## src/hdl/hsirgb_pkg.sv

```systemverilog
// Shared constants and types for the HSI to RGB converter.
package hsirgb_pkg;

    // Default fraction bits of the sector ratio
    localparam int RATIO_FRAC_BITS_DEF = 14;

    // Hue geometry in whole degrees
    localparam int HUE_MOD    = 360;
    localparam int SECTOR_DEG = 120;

    // Q1.8 unity for saturation and intensity
    localparam int UNIT_Q8 = 256;

    // Register reset values
    localparam logic [7:0] RED_GAIN_RST = 8'd150;
    localparam logic [7:0] GB_GAIN_RST  = 8'd255;

    // Configuration register indexes
    localparam logic CFG_RED_GAIN = 1'b0;
    localparam logic CFG_GB_GAIN  = 1'b1;

    // Angle conversion, Q4.28 radians per degree
    localparam longint unsigned DEG_TO_RAD_Q28 = 64'd4685083;
    localparam int ANGLE_FRAC = 28;
    localparam int COS_TERMS  = 10;

    // Leading channel of a 120-degree hue sector
    typedef enum logic [1:0] {
        SECT_RED   = 2'd0,
        SECT_GREEN = 2'd1,
        SECT_BLUE  = 2'd2
    } t_sector;

endpackage

```

## src/hdl/hsi_to_rgb_converter_core.sv

```systemverilog
// Top level: pipelined HSI to RGB pixel converter with gain registers.
//
// Converts one HSI pixel per clock to red, green and blue bytes. A request is
// taken whenever i_start is high (o_busy is always low) and its result shows
// on o_red/o_green/o_blue with o_valid, for one cycle, after the last stage; the
// receiver cannot stall, so the pipe never holds. The five stages are: hue
// reduction and sector split, lookup in a 120-entry constant table of
// cos(d)/cos(60-d) built at elaboration, the saturation products, the
// gain*intensity*factor product per channel, and the divide by three with
// saturation. Write the gains through i_cfg_* only while no request is in
// flight.
module hsi_to_rgb_converter_core
    import hsirgb_pkg::*;
#(
    parameter int RATIO_FRAC_BITS = RATIO_FRAC_BITS_DEF
) (
    input  logic       i_clk,
    input  logic       i_rst_n,
    input  logic       i_start,
    output logic       o_busy,
    input  logic [8:0] i_hue_degrees,
    input  logic [8:0] i_saturation,
    input  logic [8:0] i_intensity,
    input  logic       i_cfg_we,
    input  logic       i_cfg_idx,
    input  logic [7:0] i_cfg_data,
    output logic       o_valid,
    output logic [7:0] o_red,
    output logic [7:0] o_green,
    output logic [7:0] o_blue
);

    // Ratio width (about -1..2), factor width, product width
    localparam int RW = RATIO_FRAC_BITS + 3;
    localparam int TW = RATIO_FRAC_BITS + 11;
    localparam int PW = 17 + TW - 1;
    localparam int NSTG = 5;

    localparam logic signed [RW-1:0] ONE  = RW'(longint'(1) <<< RATIO_FRAC_BITS);
    localparam logic signed [TW-1:0] BASE =
        TW'(longint'(UNIT_Q8) <<< RATIO_FRAC_BITS);

    // Floor divide by three of an 11-bit value, saturated to a byte
    function automatic logic [7:0] div3_sat(input logic [10:0] q);
        logic [20:0] prod;
        logic [9:0]  quo;
        prod = 21'(q) * 21'd683;
        quo  = prod[20:11];
        return (quo > 10'd255) ? 8'd255 : quo[7:0];
    endfunction

    // Gain registers
    logic [7:0] r_red_gain;
    logic [7:0] r_gb_gain;

    // Valid chain
    logic [NSTG-1:0] r_vld;
    logic            w_accept;

    // Stage 1
    logic [8:0] w_hue;
    t_sector    n_sector1;
    logic [8:0] n_d_wide;
    t_sector    r_sector1;
    logic [6:0] r_d;
    logic [8:0] r_s1;
    logic [8:0] r_i1;

    // Stage 2
    logic signed [RW-1:0] w_ratio_tab [SECTOR_DEG];
    logic signed [RW-1:0] r_ratio;
    t_sector              r_sector2;
    logic [8:0]           r_s2;
    logic [8:0]           r_i2;

    // Stage 3
    logic signed [RW-1:0] w_one_m_r;
    logic signed [TW-1:0] w_sr;
    logic signed [TW-1:0] w_sn;
    logic [8:0]           w_sinv;
    logic signed [TW-1:0] r_t_lead;
    logic signed [TW-1:0] r_t_next;
    logic signed [TW-1:0] r_t_last;
    logic [16:0]          r_gi_red;
    logic [16:0]          r_gi_gb;
    t_sector              r_sector3;

    // Stage 4
    logic signed [TW-1:0] w_tr;
    logic signed [TW-1:0] w_tg;
    logic signed [TW-1:0] w_tb;
    logic [TW-2:0]        w_ur;
    logic [TW-2:0]        w_ug;
    logic [TW-2:0]        w_ub;
    logic [PW-1:0]        r_p_red;
    logic [PW-1:0]        r_p_green;
    logic [PW-1:0]        r_p_blue;

    // Never hold off a request
    assign o_busy   = 1'b0;
    assign w_accept = i_start && !o_busy;
    assign o_valid  = r_vld[NSTG-1];

    // Write gain registers
    always_ff @(posedge i_clk) begin
        if (!i_rst_n) begin
            r_red_gain <= RED_GAIN_RST;
            r_gb_gain  <= GB_GAIN_RST;
        end else if (i_cfg_we) begin
            unique case (i_cfg_idx)
                CFG_RED_GAIN: r_red_gain <= i_cfg_data;
                CFG_GB_GAIN:  r_gb_gain  <= i_cfg_data;
                default:      r_red_gain <= r_red_gain;
            endcase
        end
    end

    // Advance valid bits
    always_ff @(posedge i_clk) begin
        if (!i_rst_n) begin
            r_vld <= '0;
        end else begin
            r_vld <= {r_vld[NSTG-2:0], w_accept};
        end
    end

    // Reduce hue and split into sector and offset
    always_comb begin
        w_hue = (i_hue_degrees >= 9'(HUE_MOD)) ? (i_hue_degrees - 9'(HUE_MOD))
                                               : i_hue_degrees;
        priority if (w_hue < 9'(SECTOR_DEG)) begin
            n_sector1 = SECT_RED;
            n_d_wide  = w_hue;
        end else if (w_hue < 9'(2 * SECTOR_DEG)) begin
            n_sector1 = SECT_GREEN;
            n_d_wide  = w_hue - 9'(SECTOR_DEG);
        end else begin
            n_sector1 = SECT_BLUE;
            n_d_wide  = w_hue - 9'(2 * SECTOR_DEG);
        end
    end

    always_ff @(posedge i_clk) begin
        r_sector1 <= n_sector1;
        r_d       <= n_d_wide[6:0];
        r_s1      <= (i_saturation > 9'(UNIT_Q8)) ? 9'(UNIT_Q8) : i_saturation;
        r_i1      <= (i_intensity > 9'(UNIT_Q8)) ? 9'(UNIT_Q8) : i_intensity;
    end

    // Build the sector ratio table: cos(d) and cos(|60 - d|) as eleven-term Taylor
    // sums in Q28, then their quotient scaled to the ratio format
    for (genvar g = 0; g < SECTOR_DEG; g++) begin : g_tab
        localparam int              DM = (g <= 60) ? (60 - g) : (g - 60);
        localparam longint unsigned T0 = 64'd1 << ANGLE_FRAC;
        // Terms of cos(d)
        localparam longint unsigned XN  = 64'(g) * DEG_TO_RAD_Q28;
        localparam longint unsigned SN  = (XN * XN) >> ANGLE_FRAC;
        localparam longint unsigned N1  = ((T0 * SN) >> ANGLE_FRAC) / 64'd2;
        localparam longint unsigned N2  = ((N1 * SN) >> ANGLE_FRAC) / 64'd12;
        localparam longint unsigned N3  = ((N2 * SN) >> ANGLE_FRAC) / 64'd30;
        localparam longint unsigned N4  = ((N3 * SN) >> ANGLE_FRAC) / 64'd56;
        localparam longint unsigned N5  = ((N4 * SN) >> ANGLE_FRAC) / 64'd90;
        localparam longint unsigned N6  = ((N5 * SN) >> ANGLE_FRAC) / 64'd132;
        localparam longint unsigned N7  = ((N6 * SN) >> ANGLE_FRAC) / 64'd182;
        localparam longint unsigned N8  = ((N7 * SN) >> ANGLE_FRAC) / 64'd240;
        localparam longint unsigned N9  = ((N8 * SN) >> ANGLE_FRAC) / 64'd306;
        localparam longint unsigned N10 = ((N9 * SN) >> ANGLE_FRAC) / 64'd380;
        localparam longint CN = longint'(T0) - longint'(N1) + longint'(N2)
                              - longint'(N3) + longint'(N4) - longint'(N5)
                              + longint'(N6) - longint'(N7) + longint'(N8)
                              - longint'(N9) + longint'(N10);
        // Terms of cos(|60 - d|)
        localparam longint unsigned XD  = 64'(DM) * DEG_TO_RAD_Q28;
        localparam longint unsigned SD  = (XD * XD) >> ANGLE_FRAC;
        localparam longint unsigned D1  = ((T0 * SD) >> ANGLE_FRAC) / 64'd2;
        localparam longint unsigned D2  = ((D1 * SD) >> ANGLE_FRAC) / 64'd12;
        localparam longint unsigned D3  = ((D2 * SD) >> ANGLE_FRAC) / 64'd30;
        localparam longint unsigned D4  = ((D3 * SD) >> ANGLE_FRAC) / 64'd56;
        localparam longint unsigned D5  = ((D4 * SD) >> ANGLE_FRAC) / 64'd90;
        localparam longint unsigned D6  = ((D5 * SD) >> ANGLE_FRAC) / 64'd132;
        localparam longint unsigned D7  = ((D6 * SD) >> ANGLE_FRAC) / 64'd182;
        localparam longint unsigned D8  = ((D7 * SD) >> ANGLE_FRAC) / 64'd240;
        localparam longint unsigned D9  = ((D8 * SD) >> ANGLE_FRAC) / 64'd306;
        localparam longint unsigned D10 = ((D9 * SD) >> ANGLE_FRAC) / 64'd380;
        localparam longint CD = longint'(T0) - longint'(D1) + longint'(D2)
                              - longint'(D3) + longint'(D4) - longint'(D5)
                              + longint'(D6) - longint'(D7) + longint'(D8)
                              - longint'(D9) + longint'(D10);
        // Quotient truncated toward zero, denominator kept positive
        localparam longint DEN = (CD <= 0) ? longint'(1) : CD;
        localparam longint RV  = (CN * (longint'(1) <<< RATIO_FRAC_BITS)) / DEN;
        assign w_ratio_tab[g] = RV[RW-1:0];
    end

    // Look up the ratio
    always_ff @(posedge i_clk) begin
        r_ratio   <= w_ratio_tab[r_d];
        r_sector2 <= r_sector1;
        r_s2      <= r_s1;
        r_i2      <= r_i1;
    end

    // Form the three factors and the gain*intensity products
    always_comb begin
        w_one_m_r = ONE - r_ratio;
        w_sr      = TW'($signed({1'b0, r_s2})) * TW'(r_ratio);
        w_sn      = TW'($signed({1'b0, r_s2})) * TW'(w_one_m_r);
        w_sinv    = 9'(UNIT_Q8) - r_s2;
    end

    always_ff @(posedge i_clk) begin
        r_t_lead  <= BASE + w_sr;
        r_t_next  <= BASE + w_sn;
        r_t_last  <= TW'({w_sinv, {RATIO_FRAC_BITS{1'b0}}});
        r_gi_red  <= 17'(r_red_gain) * 17'(r_i2);
        r_gi_gb   <= 17'(r_gb_gain) * 17'(r_i2);
        r_sector3 <= r_sector2;
    end

    // Route factors to channels and drop negatives
    always_comb begin
        unique case (r_sector3)
            SECT_RED: begin
                w_tr = r_t_lead;
                w_tg = r_t_next;
                w_tb = r_t_last;
            end
            SECT_GREEN: begin
                w_tr = r_t_last;
                w_tg = r_t_lead;
                w_tb = r_t_next;
            end
            SECT_BLUE: begin
                w_tr = r_t_next;
                w_tg = r_t_last;
                w_tb = r_t_lead;
            end
            default: begin
                w_tr = '0;
                w_tg = '0;
                w_tb = '0;
            end
        endcase
        w_ur = w_tr[TW-1] ? '0 : w_tr[TW-2:0];
        w_ug = w_tg[TW-1] ? '0 : w_tg[TW-2:0];
        w_ub = w_tb[TW-1] ? '0 : w_tb[TW-2:0];
    end

    always_ff @(posedge i_clk) begin
        r_p_red   <= PW'(r_gi_red) * PW'(w_ur);
        r_p_green <= PW'(r_gi_gb) * PW'(w_ug);
        r_p_blue  <= PW'(r_gi_gb) * PW'(w_ub);
    end

    // Scale down, divide by three, saturate
    always_ff @(posedge i_clk) begin
        o_red   <= div3_sat(r_p_red[PW-1 -: 11]);
        o_green <= div3_sat(r_p_green[PW-1 -: 11]);
        o_blue  <= div3_sat(r_p_blue[PW-1 -: 11]);
    end

`ifndef SYNTHESIS
    // A request leaves the pipe as a valid result
    a_latency: assert property (@(posedge i_clk) disable iff (!i_rst_n)
        w_accept |-> ##5 o_valid)
        else $error("request lost in pipe");

    // A result always comes from a request
    a_no_spurious: assert property (@(posedge i_clk) disable iff (!i_rst_n)
        o_valid |-> $past(w_accept, 5))
        else $error("result without request");

    // Sector offset stays inside one sector
    a_offset: assert property (@(posedge i_clk) disable iff (!i_rst_n)
        r_vld[0] |-> (r_d < 7'(SECTOR_DEG)))
        else $error("sector offset out of range");

    // Trailing factor is never negative
    a_last_pos: assert property (@(posedge i_clk) disable iff (!i_rst_n)
        r_vld[2] |-> !r_t_last[TW-1])
        else $error("trailing factor negative");
`endif

endmodule

```

## config.mk

```make
export PLATFORM = sky130hd
export DESIGN_NAME = hsi_to_rgb_converter_core
export DESIGN_NICKNAME = d
export VERILOG_FILES = /design/src/hdl/hsirgb_pkg.sv /design/src/hdl/hsi_to_rgb_converter_core.sv
export SDC_FILE = /design/constraint.sdc
export NUM_CORES = 2
export LEC_CHECK = 0
export ABC_AREA = 0
export BUFFER_PORTS_ARGS = -buffer_cell sky130_fd_sc_hd__clkbuf_2
export CAP_MARGIN = 5
export CORE_MARGIN = 5
export CORE_UTILIZATION = 50
export DETAILED_ROUTE_END_ITERATION = 6
export PLACE_DENSITY = 0.65
export SLEW_MARGIN = 20
export SYNTH_ARGS = -nofsm -noshare
export SYNTH_HDL_FRONTEND = slang
export SYNTH_SLANG_ARGS = --single-unit
```

## constraint.sdc

```tcl
create_clock -name i_clk -period 8.2 [get_ports i_clk]
set_input_delay 1.23 -clock i_clk [delete_from_list [all_inputs] [get_ports i_clk]]
set_output_delay 1.23 -clock i_clk [all_outputs]
set_load 0.03 [all_outputs]
```

* After elaboration in Yosys (flattened, before gate mapping)
Memories as Yosys holds them, arrays and structs flattened. A register that Yosys moved wholly into a read port is not among the register bits.
Cells that the tools add are included.
** Cells by class
- Add/subtract/negate cells :: 7
- $mul :: 10
- Order comparisons :: 8
- Equal/unequal tests :: 2
- Multiplexer cells :: 10
- Bitwise operators :: 2
- Reduce and logical (&&, ||, !) cells :: 3
** Operator list (count)
- $pmux W25 S3 :: 3
- $mul A17 B24 Y41 :: 3
- $mux W24 :: 3
- $mul A11 B10 Y21 const B :: 3
- $add A24 B25 Y25 const A :: 2
- $mul A10 B17 Y25 :: 2
- $mul A8 B9 Y17 :: 2
- $gt A10 B8 Y1 const B :: 3
- $gt A9 B9 Y1 const B :: 2
- $sub A16 B17 Y17 const A :: 1
- $mux W7 :: 2
- $sub A7 B7 Y7 const B :: 2
- $ge A9 B9 Y1 const B :: 1
- $lt A9 B7 Y1 const B :: 1
- $lt A9 B8 Y1 const B :: 1
- $mux W9 :: 1
- $sub A9 B9 Y9 const A :: 1
- $sub A9 B9 Y9 const B :: 1
- $not A7 Y8 :: 1
- $reduce_and A2 Y1 :: 2
- $eq A2 B1 Y1 const B :: 1
- $eq A2 B2 Y1 const B :: 1
- $logic_not A2 Y1 :: 1
- $mux W2 :: 1
- $not A1 Y1 :: 1
** Word-level totals
- Register bits after elaboration :: 310
- Memory bits (read-only) :: 2176
- Bits of input ports :: 40
- Output and inout bits :: 26
- Word-level logic and storage cells :: 65
- Memories :: 1
** Memories
- (name not given) :: depth 128, width 17, rd ports 1, clocked after memory_dff 1, wr ports 0, line hsi_to_rgb_converter_core.sv:197 : r_ratio <= w_ratio_tab[r_d];

* Longest topological paths before layout
- Depth after elaboration :: 5
- Mapped depth :: 30
- Gate-level depth less buffers :: 27

* Worst setup path before layout
No wires, ideal clock.
- Kind :: reg2reg
- Start point :: register r_sector3[0]
- End point :: register r_p_red[37]
- Setup time :: 0.086 ns
- Arrival :: 7.436 ns
- Slack :: 0.677 ns
- Cell stages (with the launch flop) :: 27
- Path buffers :: 4
- Path through :: dfxtp_1 clkbuf_1 clkbuf_1 clkbuf_1 a211oi_1 a211oi_1 clkbuf_1 nand2_1 fa_1 inv_1 fa_1 fa_1 fa_1 fa_1 inv_1 fa_1 inv_1 ha_1 a21o_1 a21o_1 a2111oi_2 o22a_1 nand2_1 or3_4 a21o_1 mux2_4 a221oi_2
** On the way
- Cells in the longest elaborated chain, start to end :: 4
- Elaborated cells on any way between the ends :: 6
** Ends and longest elaborated chain
- start: declaration :: line hsi_to_rgb_converter_core.sv:86 : t_sector r_sector3;
- start signal: assignment :: line hsi_to_rgb_converter_core.sv:217 : r_sector3 <= r_sector2;
- $eq A2 B2 Y1 (tied with other cells) :: line hsi_to_rgb_converter_core.sv:222 : unique case (r_sector3)
- $pmux W25 S3 (*) :: line hsi_to_rgb_converter_core.sv:222
- $mux W24 (*) :: line hsi_to_rgb_converter_core.sv:244 : w_ur = w_tr[TW-1] ? '0 : w_tr[TW-2:0];
- $mul A17 B24 Y41 (*) :: line hsi_to_rgb_converter_core.sv:250 : r_p_red <= PW'(r_gi_red) * PW'(w_ur);
- end signal: assignment :: line hsi_to_rgb_converter_core.sv:250
- end: declaration :: line hsi_to_rgb_converter_core.sv:95 : logic [PW-1:0] r_p_red;
Every way passes the cells marked *; elsewhere a longest branch is shown, timed or not.
A chain may end at the register's enable or synchronous reset.

* Worst setup path in the final report
- Start point :: register r_sector3[1]
- End point :: register r_p_red[37]
The elaborated chain is that of the path after synthesis.

==> flow_summary_export.csv <==
group,metric,value,unit
run_status,outcome,"completed",
worst_setup_path,timing.critical_path.arrival,8320,ps
routing,drt_drc_violations_left,0,
clock_tree,worst_skew_late_latency,640,ps
worst_setup_path,path_common_cell,"fa_1",
clock_tree,cts.clk_slew.worst_paths,70,ps
synth,synth_area_leader_cell,"fa_1",
worst_setup_path,cp_slowest_cell,"nor2_1",
timing,timing.final.setup_violations,0,
floorplanning,effective_utilization_at_floorplan,50.1,%
clock_tree,cts_tree,"built",
min_path,timing.hold.worst.class,"flop to flop",
floorplanning,core_area,0.135,sq mm
synth,synthDistinctLibCells,80,
timing,period_minus_slack,7800,ps
final_layout,final-seq-area,0.00474,sq mm
worst_setup_path,slowest_delay,820,ps
placed_design,portBuffers,64,
synth,ys_ff_latch,236,
worst_setup_path,endpoint_kind,"flop",
worst_setup_path,cp_num_cells,25,
placed_design,gp_congestion,0.929,
placed_design,placed_area,0.0703,sq mm
worst_setup_path,setup.worst_path.class,"flop to flop",
timing,grt_setup_unrepaired,"no",
routing,detailedRoute.firstIterationViolations,3054,
grt,grt_overflow_total,0,
clock_tree,number_of_buffers_added_by_the_clock_tree_synthesis_step,28,
clock_tree,post-cts-setup-buffer-count,0,
synth,synth_top_flop_cell,"dfxtp_1",
synth,syn-instance-count,7703,
synth,syn-mean-instance-area,8.79,sq um
synth,synth_top_area_share,41.2,%
worst_setup_path,r2r_start,"r_sector3[1]",
clock_tree,clk_path_buf_depth,3,
floorplanning,floorplan.die.width,378,um
timing,clock_skew,27.9,ps
floorplanning,placement_row_count,135,
synth,postSynth.asyncResetShare,0,%
floorplanning,die_area,0.143,sq mm
routing,wl,169000,um
clock_tree,cts_root_buffer,"clkbuf_16",
grt,grtUsageTotal,24.3,%
timing,achievable-frequency,0.128,GHz
worst_setup_path,setup.reg_to_reg.worst_slack,400,ps
worst_setup_path,maximum_fanout_count_along_the_critical_path,13,
placed_design,dp_hpwl,137000,um
floorplanning,io_pins,66,
synth,yosys-top-cells-area,"fa_1 (41%), ha_1 (14%), inv_1 (9.7%), dfxtp_1 (7.0%), and2_1 (6.8%)",
clock_tree,htree_levels,1,
synth,synth.most_common_cell,"inv_1",
grt,grt_first_pass_wirelength,282000,um
grt,first_global_vias,53900,
run,max-cap-violations,0,
floorplanning,vertical_die_dimension,378,um
final_layout,layout.cell_area.non_filler,0.0713,sq mm
worst_setup_path,setup.worst_path.end,"r_p_red[37]",
worst_setup_path,worstReg2RegEnd,"r_p_red[37]",
final_layout,multi_input_comb_area,0.0551,sq mm
worst_setup_path,cp.buffers_inverters,5,
synth,number_of_nets_produced_by_synthesis,9904,
timing,timing.final.max_slew_violations,0,
synth,synth_edf_count,0,
grt,largest_net_degree_at_the_start_of_global_routing,111,
synth,synthTopCellsByCount,"inv_1 (1,746), fa_1 (1,393), nand2_1 (1,075), ha_1 (768), and2_1 (731)",
worst_setup_path,r2r_cells,25,
synth,synth_area,0.0677,sq mm
routing,via_total_after_detailed_routing,50200,
routing,route.detailed.vias_per_inst,5.33,
worst_setup_path,crit_start,"r_sector3[1]",
worst_setup_path,startpoint_type,"flop",
timing,max_slew_margin,24.2,%
clock_tree,tritoncts_num_sinks,236,
final_layout,design.final.nets,9821,
timing,worst-slew-pin-transition,1130,ps
synth,ys_warn_count,0,
final_layout,layout-drive-gt1-share,4.50,%
timing,hold_viol,0,
timing,min_period_over_period,95.1,%
worst_setup_path,worstPathRequired,8720,ps
synth,synth_seq_area_share,6.98,%
grt,number_of_antenna_violations_at_the_first_check_in_global_routing,3,
routing,route.antenna.remaining_nets,0,
final_layout,synthToLayoutAreaGrowth,5.38,%
timing,finalSetupTns,0,ps
worst_setup_path,worst_path_dominant_cell_family,"adder cells",
final_layout,num-fill-cells,12500,
routing,detail_route.first_pass.iterations,6,
routing,wl_per_cell,18.0,um
==> layer usage <==
metal / routed length, um / GRT usage, %
met5: 0 / 0
met4: 5010 / 6.25
met3: 9430 / 2.59
met2: 82000 / 41.7
met1: 72900 / 33.3
==> flip-flops by register name, summed over array words and instances, names as in the netlist, 11 cells and up <==
| register | flops |
|---|---|
| r_t_lead | 24 |
| r_p_red | 11 |
| r_gi_red | 17 |
| r_p_blue | 11 |
| r_ratio | 17 |
| r_t_next | 25 |
| r_gi_gb | 17 |
| r_p_green | 11 |
==> layout make-up <==
cell class	count	share of cell area [%]
timing repair buffer	238	2.33
multi-input combinational	5367	77.3
sequential	236	6.65
clock buffer	34	1.06
inverter	1749	9.21
tap	1781	3.12
clock inverter	17	0.304
antenna	1	0.00351
==> worst min path at each step <==
stage / slack [ps] / cells past startpoint / to / startpoint
4_1_cts: 330 / 0 / r_s2[4] / r_s1[4]
3_3_place_gp: 310 / 0 / r_i2[2] / r_i1[2]
2_1_floorplan: 310 / 0 / r_i2[0] / r_i1[0]
3_5_place_dp: 310 / 0 / r_i2[2] / r_i1[2]
5_1_grt: 330 / 0 / r_i2[3] / r_i1[3]
6_report: 320 / 0 / r_i2[6] / r_i1[6]
==> cell usage in the layout (no fill, tap or decap), types with 14 or more instances in the layout <==
cell       synthesis  layout
nor2_1           246     242
buf_4              1     171
clkbuf_16          0      28
fa_1            1393    1393
xnor2_1          129     129
and3_1            34      34
nand2b_1          48      48
xor2_1            43      43
nor3_1            47      44
nor2b_1           57      57
a31oi_1           21      21
mux2i_1           52      52
a21oi_1          169     169
o21a_1            14      14
ha_1             768     768
a211oi_1          46      41
nand3_1           55      55
a21o_1            45      45
nand4_1           16      16
and2_1           731     731
o21ai_0          136     136
o211ai_1          30      30
clkbuf_2           0      64
inv_1           1746    1746
dfxtp_1          236     224
a22oi_1           17      17
nand2_1         1075    1075
==> kinds of logic (layout without fill, tap and decap cells) <==
group,Yosys count,after routing,share of synthesized area [%]
simple gates,2350,2350,16.7
fa+ha+maj,2162,2162,55.4
buf+inv,2100,2038,11.7
compound gates,623,623,6.00
flops,236,236,6.98
xor+xnor,172,172,2.23
mux,59,59,0.991
other cells,1,2,0.00554
==> timing repair <==
item / 4_1_cts / 5_1_grt
hold buffers: 0 / 0
resized for setup: 0 / 5
setup endpoints to repair: 0 / 4
==> stage by stage <==
stage | setup WS [ps] | instances | hold slack, ps | utilization [%]
final | 403 | 9423 | 324 | 52.8
after global routing | 39.8 | 9423 | 333 | 52.8
after CTS | 304 | 9422 | 328 | 52.8
after detailed placement | 368 | 9371 | 312 | 52.1
after global placement | 394 | 9371 | 312 | 52.1
after floorplan | 677 | 7703 | 310 | -
Power is not shown: default switching activity piles up to over one toggle a cycle in this logic, so the estimate is an artifact.
